--- src/hdl/gmvf_pkg.sv ---
`default_nettype none

package gmvf_pkg;

    // Field widths.
    localparam int MV_W       = 13;
    localparam int TIME_W     = 32;
    localparam int INTERVAL_W = 16;

    // Configuration port.
    localparam int CFG_IDX_W  = 1;
    localparam int CFG_DATA_W = 16;

    localparam logic [CFG_IDX_W-1:0] REG_SAMPLE_INTERVAL = 1'b0;
    localparam logic [CFG_IDX_W-1:0] REG_MAX_VALID       = 1'b1;

    localparam logic [INTERVAL_W-1:0] SAMPLE_INTERVAL_RST = 16'd1000;
    localparam logic [MV_W-1:0]       MAX_VALID_RST       = 13'd5000;

    // Operation codes.
    localparam logic OP_UPDATE = 1'b0;
    localparam logic OP_CLEAR  = 1'b1;

    // Default window length.
    localparam int WINDOW_LEN_DEF = 15;

    // Largest voltage code, used to seed the sorting array.
    localparam logic [MV_W-1:0] MV_MAX = {MV_W{1'b1}};

    typedef struct packed {
        logic              opcode;
        logic              has_data;
        logic [MV_W-1:0]   cell_mv;
        logic [TIME_W-1:0] now_ms;
    } in_item_t;

    typedef struct packed {
        logic [MV_W-1:0] filtered_mv;
        logic            sample_taken;
        logic            primed;
    } out_item_t;

    // Control from the sequencer to the ranking array.
    typedef struct packed {
        logic clear;
        logic insert;
    } rank_ctrl_t;

endpackage

`default_nettype wire

--- src/hdl/gmvf_window_mem.sv ---
`default_nettype none

module gmvf_window_mem
    import gmvf_pkg::*;
#(
    parameter int WINDOW_LEN = WINDOW_LEN_DEF
) (
    input  wire logic                          aclk,
    input  wire logic                          we,
    input  wire logic [$clog2(WINDOW_LEN)-1:0] waddr,
    input  wire logic [MV_W-1:0]               wdata,
    input  wire logic                          re,
    input  wire logic [$clog2(WINDOW_LEN)-1:0] raddr,
    output logic      [MV_W-1:0]               rdata
);

    logic [MV_W-1:0] mem [WINDOW_LEN];
    logic [MV_W-1:0] rdata_reg;

    // Sample window storage, one write and one registered read per cycle.
    always_ff @(posedge aclk) begin
        if (we) begin
            mem[waddr] <= wdata;
        end
        if (re) begin
            rdata_reg <= mem[raddr];
        end
    end

    assign rdata = rdata_reg;

endmodule

`default_nettype wire

--- src/hdl/gmvf_rank.sv ---
`default_nettype none

module gmvf_rank
    import gmvf_pkg::*;
#(
    parameter int WINDOW_LEN = WINDOW_LEN_DEF
) (
    input  wire logic            aclk,
    input  wire rank_ctrl_t      ctrl,
    input  wire logic [MV_W-1:0] din,
    output logic      [MV_W-1:0] median
);

    localparam int MID = WINDOW_LEN / 2;

    logic [MV_W-1:0] sorted_reg  [WINDOW_LEN];
    logic [MV_W-1:0] sorted_next [WINDOW_LEN];
    logic [WINDOW_LEN-1:0] keep;
    logic [MV_W:0] mid_sum;

    // Insertion step: entries not above the new value stay, the rest move up one.
    always_comb begin
        for (int p = 0; p < WINDOW_LEN; p++) begin
            keep[p] = (sorted_reg[p] <= din);
        end
        for (int p = 0; p < WINDOW_LEN; p++) begin
            if (keep[p]) begin
                sorted_next[p] = sorted_reg[p];
            end else if (p > 0 && !keep[p-1]) begin
                sorted_next[p] = sorted_reg[p-1];
            end else begin
                sorted_next[p] = din;
            end
        end
    end

    // Seeded with the largest code so that no real value sorts above the seeds.
    always_ff @(posedge aclk) begin
        if (ctrl.clear) begin
            for (int p = 0; p < WINDOW_LEN; p++) begin
                sorted_reg[p] <= MV_MAX;
            end
        end else if (ctrl.insert) begin
            sorted_reg <= sorted_next;
        end
    end

    // Middle value, or the floor of the mean of the two middle values.
    always_comb begin
        mid_sum = {1'b0, sorted_reg[MID]} + {1'b0, sorted_reg[(MID > 0) ? MID - 1 : 0]};
        if ((WINDOW_LEN % 2) != 0) begin
            median = sorted_reg[MID];
        end else begin
            median = mid_sum[MV_W:1];
        end
    end

endmodule

`default_nettype wire

--- src/hdl/gated_median_voltage_filter_unit.sv ---
`default_nettype none

// Running median filter for the lowest cell voltage. Every input beat gives
// exactly one result beat. A clear beat or a rejected sample (no data, zero,
// above the limit, or too soon after the last sample) goes straight to the
// output state. The first good sample fills the window memory, one entry per
// cycle. A later good sample is written into the window memory and the whole
// window is read back through its single read port into a sorting array. A
// new beat is taken once the previous one has reached the output register.
module gated_median_voltage_filter_unit
    import gmvf_pkg::*;
#(
    parameter int WINDOW_LEN = WINDOW_LEN_DEF
) (
    input  wire logic                  aclk,
    input  wire logic                  aresetn,
    input  wire logic                  s_valid,
    output logic                       s_ready,
    input  wire in_item_t              s_data,
    output logic                       m_valid,
    input  wire logic                  m_ready,
    output out_item_t                  m_data,
    input  wire logic                  cfg_wr_en,
    input  wire logic [CFG_IDX_W-1:0]  cfg_index,
    input  wire logic [CFG_DATA_W-1:0] cfg_wdata
);

    localparam int AW = $clog2(WINDOW_LEN);
    localparam int CW = $clog2(WINDOW_LEN + 1);

    typedef enum logic [1:0] {
        ST_IDLE,
        ST_FILL,
        ST_SORT,
        ST_OUT
    } state_t;

    state_t                  state_reg;
    logic [INTERVAL_W-1:0]   interval_reg;
    logic [MV_W-1:0]         max_mv_reg;
    logic [AW-1:0]           slot_reg;
    logic [TIME_W-1:0]       last_reg;
    logic [MV_W-1:0]         median_reg;
    logic                    primed_reg;
    logic                    taken_reg;
    logic [MV_W-1:0]         fill_mv_reg;
    logic [CW-1:0]           cnt_reg;
    logic                    rd_pend_reg;
    logic                    m_valid_reg;
    out_item_t               m_data_reg;

    logic                    accept;
    logic                    good_sample;
    logic [TIME_W-1:0]       elapsed;
    logic                    on_time;
    logic                    cnt_open;
    logic                    mem_we;
    logic [AW-1:0]           mem_waddr;
    logic [MV_W-1:0]         mem_wdata;
    logic [MV_W-1:0]         mem_rdata;
    rank_ctrl_t              rank_ctrl;
    logic [MV_W-1:0]         rank_median;

    assign s_ready = (state_reg == ST_IDLE);
    assign accept  = s_valid && s_ready;
    assign m_valid = m_valid_reg;
    assign m_data  = m_data_reg;

    // Sample qualification and wrapping elapsed time.
    assign good_sample = s_data.has_data && (s_data.cell_mv != '0)
                         && (s_data.cell_mv <= max_mv_reg);
    assign elapsed     = s_data.now_ms - last_reg;
    assign on_time     = (elapsed >= {{(TIME_W - INTERVAL_W){1'b0}}, interval_reg});
    assign cnt_open    = (cnt_reg < CW'(WINDOW_LEN));

    // Window memory write port: new sample on accept, or the priming fill sweep.
    always_comb begin
        mem_we    = 1'b0;
        mem_waddr = slot_reg;
        mem_wdata = s_data.cell_mv;
        if (state_reg == ST_FILL) begin
            mem_we    = 1'b1;
            mem_waddr = cnt_reg[AW-1:0];
            mem_wdata = fill_mv_reg;
        end else if (accept && s_data.opcode == OP_UPDATE && good_sample) begin
            if (!primed_reg) begin
                mem_we    = 1'b1;
                mem_waddr = '0;
            end else if (on_time) begin
                mem_we    = 1'b1;
            end
        end
    end

    assign rank_ctrl.clear  = (state_reg == ST_IDLE);
    assign rank_ctrl.insert = rd_pend_reg;

    gmvf_window_mem #(
        .WINDOW_LEN (WINDOW_LEN)
    ) u_mem (
        .aclk  (aclk),
        .we    (mem_we),
        .waddr (mem_waddr),
        .wdata (mem_wdata),
        .re    ((state_reg == ST_SORT) && cnt_open),
        .raddr (cnt_reg[AW-1:0]),
        .rdata (mem_rdata)
    );

    gmvf_rank #(
        .WINDOW_LEN (WINDOW_LEN)
    ) u_rank (
        .aclk   (aclk),
        .ctrl   (rank_ctrl),
        .din    (mem_rdata),
        .median (rank_median)
    );

    // Sequencer, filter state, configuration and output register.
    always_ff @(posedge aclk) begin
        if (!aresetn) begin
            state_reg    <= ST_IDLE;
            interval_reg <= SAMPLE_INTERVAL_RST;
            max_mv_reg   <= MAX_VALID_RST;
            slot_reg     <= '0;
            last_reg     <= '0;
            median_reg   <= '0;
            primed_reg   <= 1'b0;
            taken_reg    <= 1'b0;
            cnt_reg      <= '0;
            rd_pend_reg  <= 1'b0;
            m_valid_reg  <= 1'b0;
        end else begin
            if (cfg_wr_en) begin
                unique case (cfg_index)
                    REG_SAMPLE_INTERVAL: interval_reg <= cfg_wdata[INTERVAL_W-1:0];
                    REG_MAX_VALID:       max_mv_reg   <= cfg_wdata[MV_W-1:0];
                    default: ;
                endcase
            end

            // The output state reloads the register itself when it is free.
            if (m_valid_reg && m_ready && state_reg != ST_OUT) begin
                m_valid_reg <= 1'b0;
            end

            unique case (state_reg)
                ST_IDLE: begin
                    if (accept) begin
                        if (s_data.opcode == OP_CLEAR) begin
                            slot_reg   <= '0;
                            last_reg   <= '0;
                            median_reg <= '0;
                            primed_reg <= 1'b0;
                            taken_reg  <= 1'b0;
                            state_reg  <= ST_OUT;
                        end else if (good_sample && !primed_reg) begin
                            median_reg  <= s_data.cell_mv;
                            last_reg    <= s_data.now_ms;
                            slot_reg    <= '0;
                            primed_reg  <= 1'b1;
                            taken_reg   <= 1'b1;
                            fill_mv_reg <= s_data.cell_mv;
                            cnt_reg     <= CW'(1);
                            state_reg   <= ST_FILL;
                        end else if (good_sample && on_time) begin
                            last_reg  <= s_data.now_ms;
                            slot_reg  <= (slot_reg == AW'(WINDOW_LEN - 1)) ? '0 : slot_reg + 1'b1;
                            taken_reg <= 1'b1;
                            cnt_reg   <= '0;
                            state_reg <= ST_SORT;
                        end else begin
                            taken_reg <= 1'b0;
                            state_reg <= ST_OUT;
                        end
                    end
                end
                ST_FILL: begin
                    cnt_reg <= cnt_reg + 1'b1;
                    if (cnt_reg == CW'(WINDOW_LEN - 1)) begin
                        state_reg <= ST_OUT;
                    end
                end
                ST_SORT: begin
                    // Read sweep: registered read data feeds the sorting array.
                    rd_pend_reg <= cnt_open;
                    if (cnt_open) begin
                        cnt_reg <= cnt_reg + 1'b1;
                    end else if (!rd_pend_reg) begin
                        median_reg <= rank_median;
                        state_reg  <= ST_OUT;
                    end
                end
                ST_OUT: begin
                    if (!m_valid_reg || m_ready) begin
                        m_valid_reg              <= 1'b1;
                        m_data_reg.filtered_mv   <= median_reg;
                        m_data_reg.sample_taken  <= taken_reg;
                        m_data_reg.primed        <= primed_reg;
                        state_reg                <= ST_IDLE;
                    end
                end
                default: state_reg <= ST_IDLE;
            endcase
        end
    end

endmodule

`default_nettype wire

--- config.mk ---
export PLATFORM = sky130hd
export DESIGN_NAME = gated_median_voltage_filter_unit
export DESIGN_NICKNAME = d
export VERILOG_FILES = /design/src/hdl/gmvf_pkg.sv /design/src/hdl/gmvf_window_mem.sv /design/src/hdl/gmvf_rank.sv /design/src/hdl/gated_median_voltage_filter_unit.sv
export SDC_FILE = /design/constraint.sdc
export NUM_CORES = 1
export LEC_CHECK = 0
export BUFFER_PORTS_ARGS = -buffer_cell sky130_fd_sc_hd__clkbuf_2
export CELL_PAD_IN_SITES_DETAIL_PLACEMENT = 1
export CELL_PAD_IN_SITES_GLOBAL_PLACEMENT = 2
export CORE_ASPECT_RATIO = 1.5
export CORE_MARGIN = 5
export CORE_UTILIZATION = 38
export CTS_CLUSTER_DIAMETER = 60
export DETAILED_ROUTE_END_ITERATION = 16
export GPL_TIMING_DRIVEN = 0
export HOLD_SLACK_MARGIN = 0.03
export PLACE_DENSITY = 0.79
export SETUP_SLACK_MARGIN = 0.4
export SLEW_MARGIN = 10
export SYNTH_ARGS = -nofsm -noshare
export SYNTH_HDL_FRONTEND = slang
export SYNTH_SLANG_ARGS = --single-unit
--- constraint.sdc ---
create_clock -name aclk -period 5.3 [get_ports aclk]
set_input_delay 0.53 -clock aclk [delete_from_list [all_inputs] [get_ports aclk]]
set_output_delay 0.53 -clock aclk [all_outputs]
set_load 0.05 [all_outputs]
=== After elaboration in Yosys (flattened, before gate mapping) ===
Memories as Yosys holds them, arrays and structs flattened. A register that Yosys moved wholly into a read port is not among the register bits.
Cells that the tools add are included.

* Register bits after elaboration: 220
* Memory bits (writable): 195
* Input port bits: 69
* Output and inout port bits: 17
* Memories: 1

{| class="wikitable"
|+ Memory list
! name !! words !! bits a word !! read ports !! clocked after memory_dff !! write ports !! line !! source
|-
| u_mem.mem || 15 || 13 || 1 || 1 || 1 || gmvf_window_mem.sv:17 || <nowiki>logic [MV_W-1:0] mem [WINDOW_LEN];</nowiki>
|}

* $add $sub $neg: 3
* $lt $le $gt $ge: 11
* Eq/ne operators: 15
* Muxes and demuxes: 53
* Bitwise operators: 10
* Reductions and logical operators: 37

{| class="wikitable"
|+ Operator list
! kind !! number
|-
| 2-to-1 mux 13 bit || 13
|-
| less-or-equal comparator 13 bit || 9
|-
| 2-to-1 mux 32 bit || 3
|-
| 2-to-1 mux 4 bit || 12
|-
| >= comparator 32 x 16 -> 1 bit || 1
|-
| subtractor 32 bit || 1
|-
| case mux 13 bit (2 select lines) || 1
|-
| AND reduction 2 bit || 11
|-
| AND reduction 5 bit || 4
|-
| 2-to-1 mux 1 bit || 15
|-
| 2-to-1 mux 2 bit || 7
|-
| nonzero test 13 bit || 1
|-
| != test 2 bit (second input constant) || 6
|-
| case mux 4 bit (3 select lines) || 1
|-
| logical AND 1 bit || 10
|-
| inverter 1 bit || 10
|-
| AND reduction 3 bit || 3
|-
| adder 4 x 1 -> 4 bit (second input constant) || 2
|-
| equality test 4 bit (second input constant) || 2
|-
| case mux 2 bit (4 select lines) || 1
|-
| != test 3 x 1 -> 1 bit (second input constant) || 2
|-
| nonzero test 3 bit || 2
|-
| equality test 2 bit (second input constant) || 2
|-
| < comparator 4 bit (second input constant) || 1
|-
| other kinds (6) || 9
|}

=== Longest topological paths before layout ===
* Depth after elaboration: 9
* Mapped depth: 22

=== Modules after synthesis ===
Synthesis repeated with hierarchy kept, for this count alone.

* Cells, all modules: 2056
* Area, all modules: 22345.2 µm²

{| class="wikitable"
|+ Modules (own cells, without submodules)
! module !! times used !! cells an instance !! area each (µm²) !! sequential area each (µm²)
|-
| gmvf_window_mem || 1 || 384 || 7947.6 || 6246.0
|-
| gated_median_voltage_filter_unit || 1 || 854 || 7387.1 || 2602.5
|-
| gmvf_rank || 1 || 818 || 7010.5 || 2082.0
|}

=== Worst setup path after synthesis ===
Ideal clock, no wire load.

* Path type: in2reg
* Start: input port s_data[0] in the netlist's numbering
* End: memory u_mem.mem[14][0] (enable)
* Arrival: 5.166 ns
* Required time: 4.916 ns
* Slack: -0.250 ns
* Cell stages on the path: 20
* Path through: inv_1 ha_1 fa_1 or2b_2 a21oi_2 o211a_1 or2_2 a21oi_1 xnor2_1 ha_1 nand4_1 or4_1 o311ai_0 or3_4 a2111oi_4 and4_4 and3_1 buf_2 o41ai_1 nor2b_1

* Word-level cells in the longest chain between the ends: 8

{| class="wikitable"
|+ RTL lines
! what !! line !! source
|-
| start: declaration || gated_median_voltage_filter_unit.sv:19 || <nowiki>input wire in_item_t s_data,</nowiki>
|-
| subtractor 32 bit || gated_median_voltage_filter_unit.sv:72 || <nowiki>assign elapsed = s_data.now_ms - last_reg;</nowiki>
|-
| >= comparator 32 x 16 -> 1 bit || gated_median_voltage_filter_unit.sv:73 || <nowiki>assign on_time = (elapsed >= {{(TIME_W - INTERVAL_W){1'b0}}, interval_reg});</nowiki>
|-
| 2-to-1 mux 1 bit || gated_median_voltage_filter_unit.sv:89 || <nowiki>end else if (on_time) begin</nowiki>
|-
| 2-to-1 mux 1 bit || gated_median_voltage_filter_unit.sv:86 || <nowiki>if (!primed_reg) begin</nowiki>
|-
| 2-to-1 mux 1 bit || gated_median_voltage_filter_unit.sv:85 || <nowiki>end else if (accept && s_data.opcode == OP_UPDATE && good_sample) begin</nowiki>
|-
| 2-to-1 mux 1 bit || gated_median_voltage_filter_unit.sv:81 || <nowiki>if (state_reg == ST_FILL) begin</nowiki>
|-
| 2-to-1 mux 1 bit || gmvf_window_mem.sv:22 || <nowiki>if (we) begin</nowiki>
|-
| 2-to-1 mux 1 bit (implied by the code) || gmvf_window_mem.sv:23 || <nowiki>mem[waddr] <= wdata;</nowiki>
|-
| end: declaration || gmvf_window_mem.sv:17 ||
|}

Every way passes these cells.

=== Worst setup path after layout ===
* Start: register last_reg[0]
* End: register last_reg[19]

* Word-level cells in the longest chain between the ends: 5

{| class="wikitable"
|+ RTL lines
! what !! line !! source
|-
| start: declaration || gated_median_voltage_filter_unit.sv:42 || <nowiki>logic [TIME_W-1:0] last_reg;</nowiki>
|-
| start signal: assignment || gated_median_voltage_filter_unit.sv:159 || <nowiki>last_reg <= s_data.now_ms;</nowiki>
|-
| start signal: assignment || gated_median_voltage_filter_unit.sv:167 || <nowiki>last_reg <= s_data.now_ms;</nowiki>
|-
| subtractor 32 bit || gated_median_voltage_filter_unit.sv:72 ||
|-
| >= comparator 32 x 16 -> 1 bit || gated_median_voltage_filter_unit.sv:73 ||
|-
| logical AND 1 bit || gated_median_voltage_filter_unit.sv:166 || <nowiki>end else if (good_sample && on_time) begin</nowiki>
|-
| nonzero test 3 bit (no source line) || n/a ||
|-
| AND reduction 3 bit (no source line) || n/a ||
|}

Every way passes these cells.
A chain may end at the register's enable or synchronous reset.

==> metrics.cfg <==
[status]
status = finished, final reports clean

[floorplan]
dieHeight_um = 308
ios = 86
core_area_um2 = 58900
dieArea_um2 = 64500
num_rows = 109
initial_core_util = 0.383
die_w_um = 209

[synth]
synth_nets = 2302
synthCells = 2060
synth_edf_count = 236
avgSynthCellArea_um2 = 11.0
synthDistinctLibCells = 91
yosysTopAreaCell = edfxtp_1
ys_seq_elements = 428
syn_area_um2 = 22600
synth.yosys.seq_area_share = 0.484
async_flop_share = 0
netlist_top_cells_area = edfxtp_1 31%, dfxtp_1 17%, ha_1 9.5%
synth_flop_cell = edfxtp_1
yosys_warnings = 0
yosys.area.top_type_share = 0.314

[layout]
fin_cells = 3060
final_util = 0.453
multi_input_area_um2 = 11200
final_common_cell = edfxtp_1
layout_common_cells = 236 x edfxtp_1, 190 x dfxtp_1, 179 x nor2_1, 164 x ha_1, 121 x nand2_1
nets = 2486
area_growth_syn_to_layout_pct = 18.2
drive_above_1_share = 0.155
finalInstanceArea_um2 = 26700
largest_reg_flops = 195
fill_cells = 6435
ff_latch_area_um2 = 10900

[sta]
rsz0062_at_grt = true
skew_ns = 0.0316
max_freq_mhz = 203
worst_slew_pin_slew_ns = 1.26
holdWs_ns = 0.159
hold_viol_final = 0
setup_viol = 0
fin_crit_sh = 0.930
maxSlewViolCount = 0
slew_headroom = 0.159
period_minus_slack_ns = 4.93
fin_setup_tns_ns = 0

[power_and_ir_drop]
p_leak_nw = 9.66
p_per_area_nw_per_um2 = 453
ir_drop_uv = 245

[worst_hold_path]
hp-class = in -> reg

[critical_path]
crit_path_cell_trace = ha_4 -> fa_2 -> or2b_4 -> a21oi_4 -> o211a_4 -> or2_4 -> a21oi_2 -> xnor2_1 -> ha_2 -> o21ai_2 -> nor2_1 -> nor4_4 -> o311ai_4 -> or3_4 -> a2111oi_4 -> and4_4 -> buf_6 -> buf_6 -> a31oi_4 -> o31ai_4 -> buf_6 -> clkbuf_16 -> a22o_1
cp.required_ns = 5.85
arrival_ns = 5.48
cpPeakStageDelay_ns = 0.44
slowest_stage = or3_4
crit_path_frequent_cell = buf_6
worstPathMaxFanout = 5
crit_path_end_kind = register
path_class = reg -> reg
startpoint_type = register

[route]
top_layer = met5
met3_length_um = 2570
drtIter0Drc = 877
wirelength_um = 72500
drc_errors = 0
dr_wl_met2_um = 39700
ant_nets = 0
wl_met1_um = 27100
vias = 17500
viasPerCell = 5.70
post_drt_wl_per_cell_um = 23.7
first_pass_iters = 5

[global_routing]
grt_use_total = 0.220
grt_start_max_net_pins = 16
grt_pass1_wl_um = 111000
grt_pass1_vias = 18900
antenna_found_initial = 6
grt_overflow = 0

[cts]
clk_pin_slew_ns = 0.06
cts_sinks = 428
clk_latency_ns = 0.61
cts_tree = yes
htree_levels = 2
cts_buffer_depth = 3
root_buffer = clkbuf_16
cts_inserted_buffers = 45

[place]
numPortBuffers = 84
dp.cells = 2924
dpl-instance-area_um2 = 24100
dp_hpwl_um = 53100
place.gp.congestion = 0.878

[job]
drv_cap = 0

## worst max-delay path, delay by kind of cell, from the launching register on
family | cells | cell delay [ns]
simple gates | 6 | 1.56
buf+inv | 4 | 0.57
xor+xnor | 1 | 0.18
fa+ha+maj | 3 | 0.81
flops | 1 | 0.33
compound gates | 9 | 1.40
## cell families after synthesis
| logic type | count (synthesis) | share of synthesized area |
|---|---|---|
| buffers and inverters | 220 | 0.0389 |
| multiplexers | 108 | 0.0703 |
| AO/OA/AOI/OAI | 591 | 0.192 |
| flip-flops | 428 | 0.484 |
| XOR/XNOR | 16 | 0.00621 |
| adder cells (fa/ha/maj) | 173 | 0.0963 |
| AND/OR/NAND/NOR | 524 | 0.112 |
## area by class of cell
class,count,share of cell area
clock buffer,53,0.0441
buffer,117,0.0196
clock inverter,28,0.0132
antenna,5,0.000469
tap,777,0.0364
inverter,103,0.0145
multi-input combinational,1416,0.419
sequential,428,0.410
timing repair buffer,133,0.0424
## stage by stage
step                setup WS (ns)  total power [mW]
detailed placement         -0.683              8.67
CTS                         0.268              12.1
finish                      0.371              12.1
global placement           -0.673              8.47
floorplan                   0.418              7.22
global route                0.155              12.8
## per-layer routing
metal | track usage | vias to the layer above
met1 | 0.234 | 8709
met2 | 0.431 | 368
met5 | 0 | -
li1 | - | 8210
met3 | 0.0317 | 164
met4 | 0.0873 | 4
## power breakdown
part           internal [mW]  total (mW)  switching [mW]
registers               3.99        4.35           0.359
logic                   1.63        4.41            2.78
clock network           1.94        3.33            1.39
## path summary, 6_finish.rpt
kind | startpoint | endpoint | slack [ns] | depth (start not counted)
worst max register to register | last_reg[0]$_SDFFE_PN0P_ | last_reg[19]$_SDFFE_PN0P_ | 0.37 | 23
worst min-delay path | s_data[32] | fill_mv_reg[0]$_DFFE_PP_ | 0.16 | 1
worst max-delay path | last_reg[0]$_SDFFE_PN0P_ | last_reg[19]$_SDFFE_PN0P_ | 0.37 | 23
worst min register to register | primed_reg$_SDFFE_PN0P_ | m_data[0]$_DFFE_PP_ | 0.44 | 0
## cells in the mapped netlist (all sizes together) (13+ instances only)
master and number:
nand2 121, mux2 14, nand3 27, o211ai 22
inv 102, o21a 28, a211oi 91, a21oi 112
edfxtp 236, mux4 39, nor3 19, a221oi 14
xnor2 13, o21ai 69, or3 13, a22o 35
a21o 29, clkbuf 88, nor2 188, nand4 31
nor2b 48, dfxtp 192, a211o 93, buf 29
ha 172, o21bai 18, mux2i 55
## timing repair
action,4_1_cts,5_1_grt
gates cloned,9,3
setup endpoints to repair,235,235
pin swaps,45,43
hold buffers,0,0
buffers inserted,33,4
hold endpoints to repair,0,0
gates resized for setup,53,23
No activity file was read; power rests on OpenSTA's default activity.
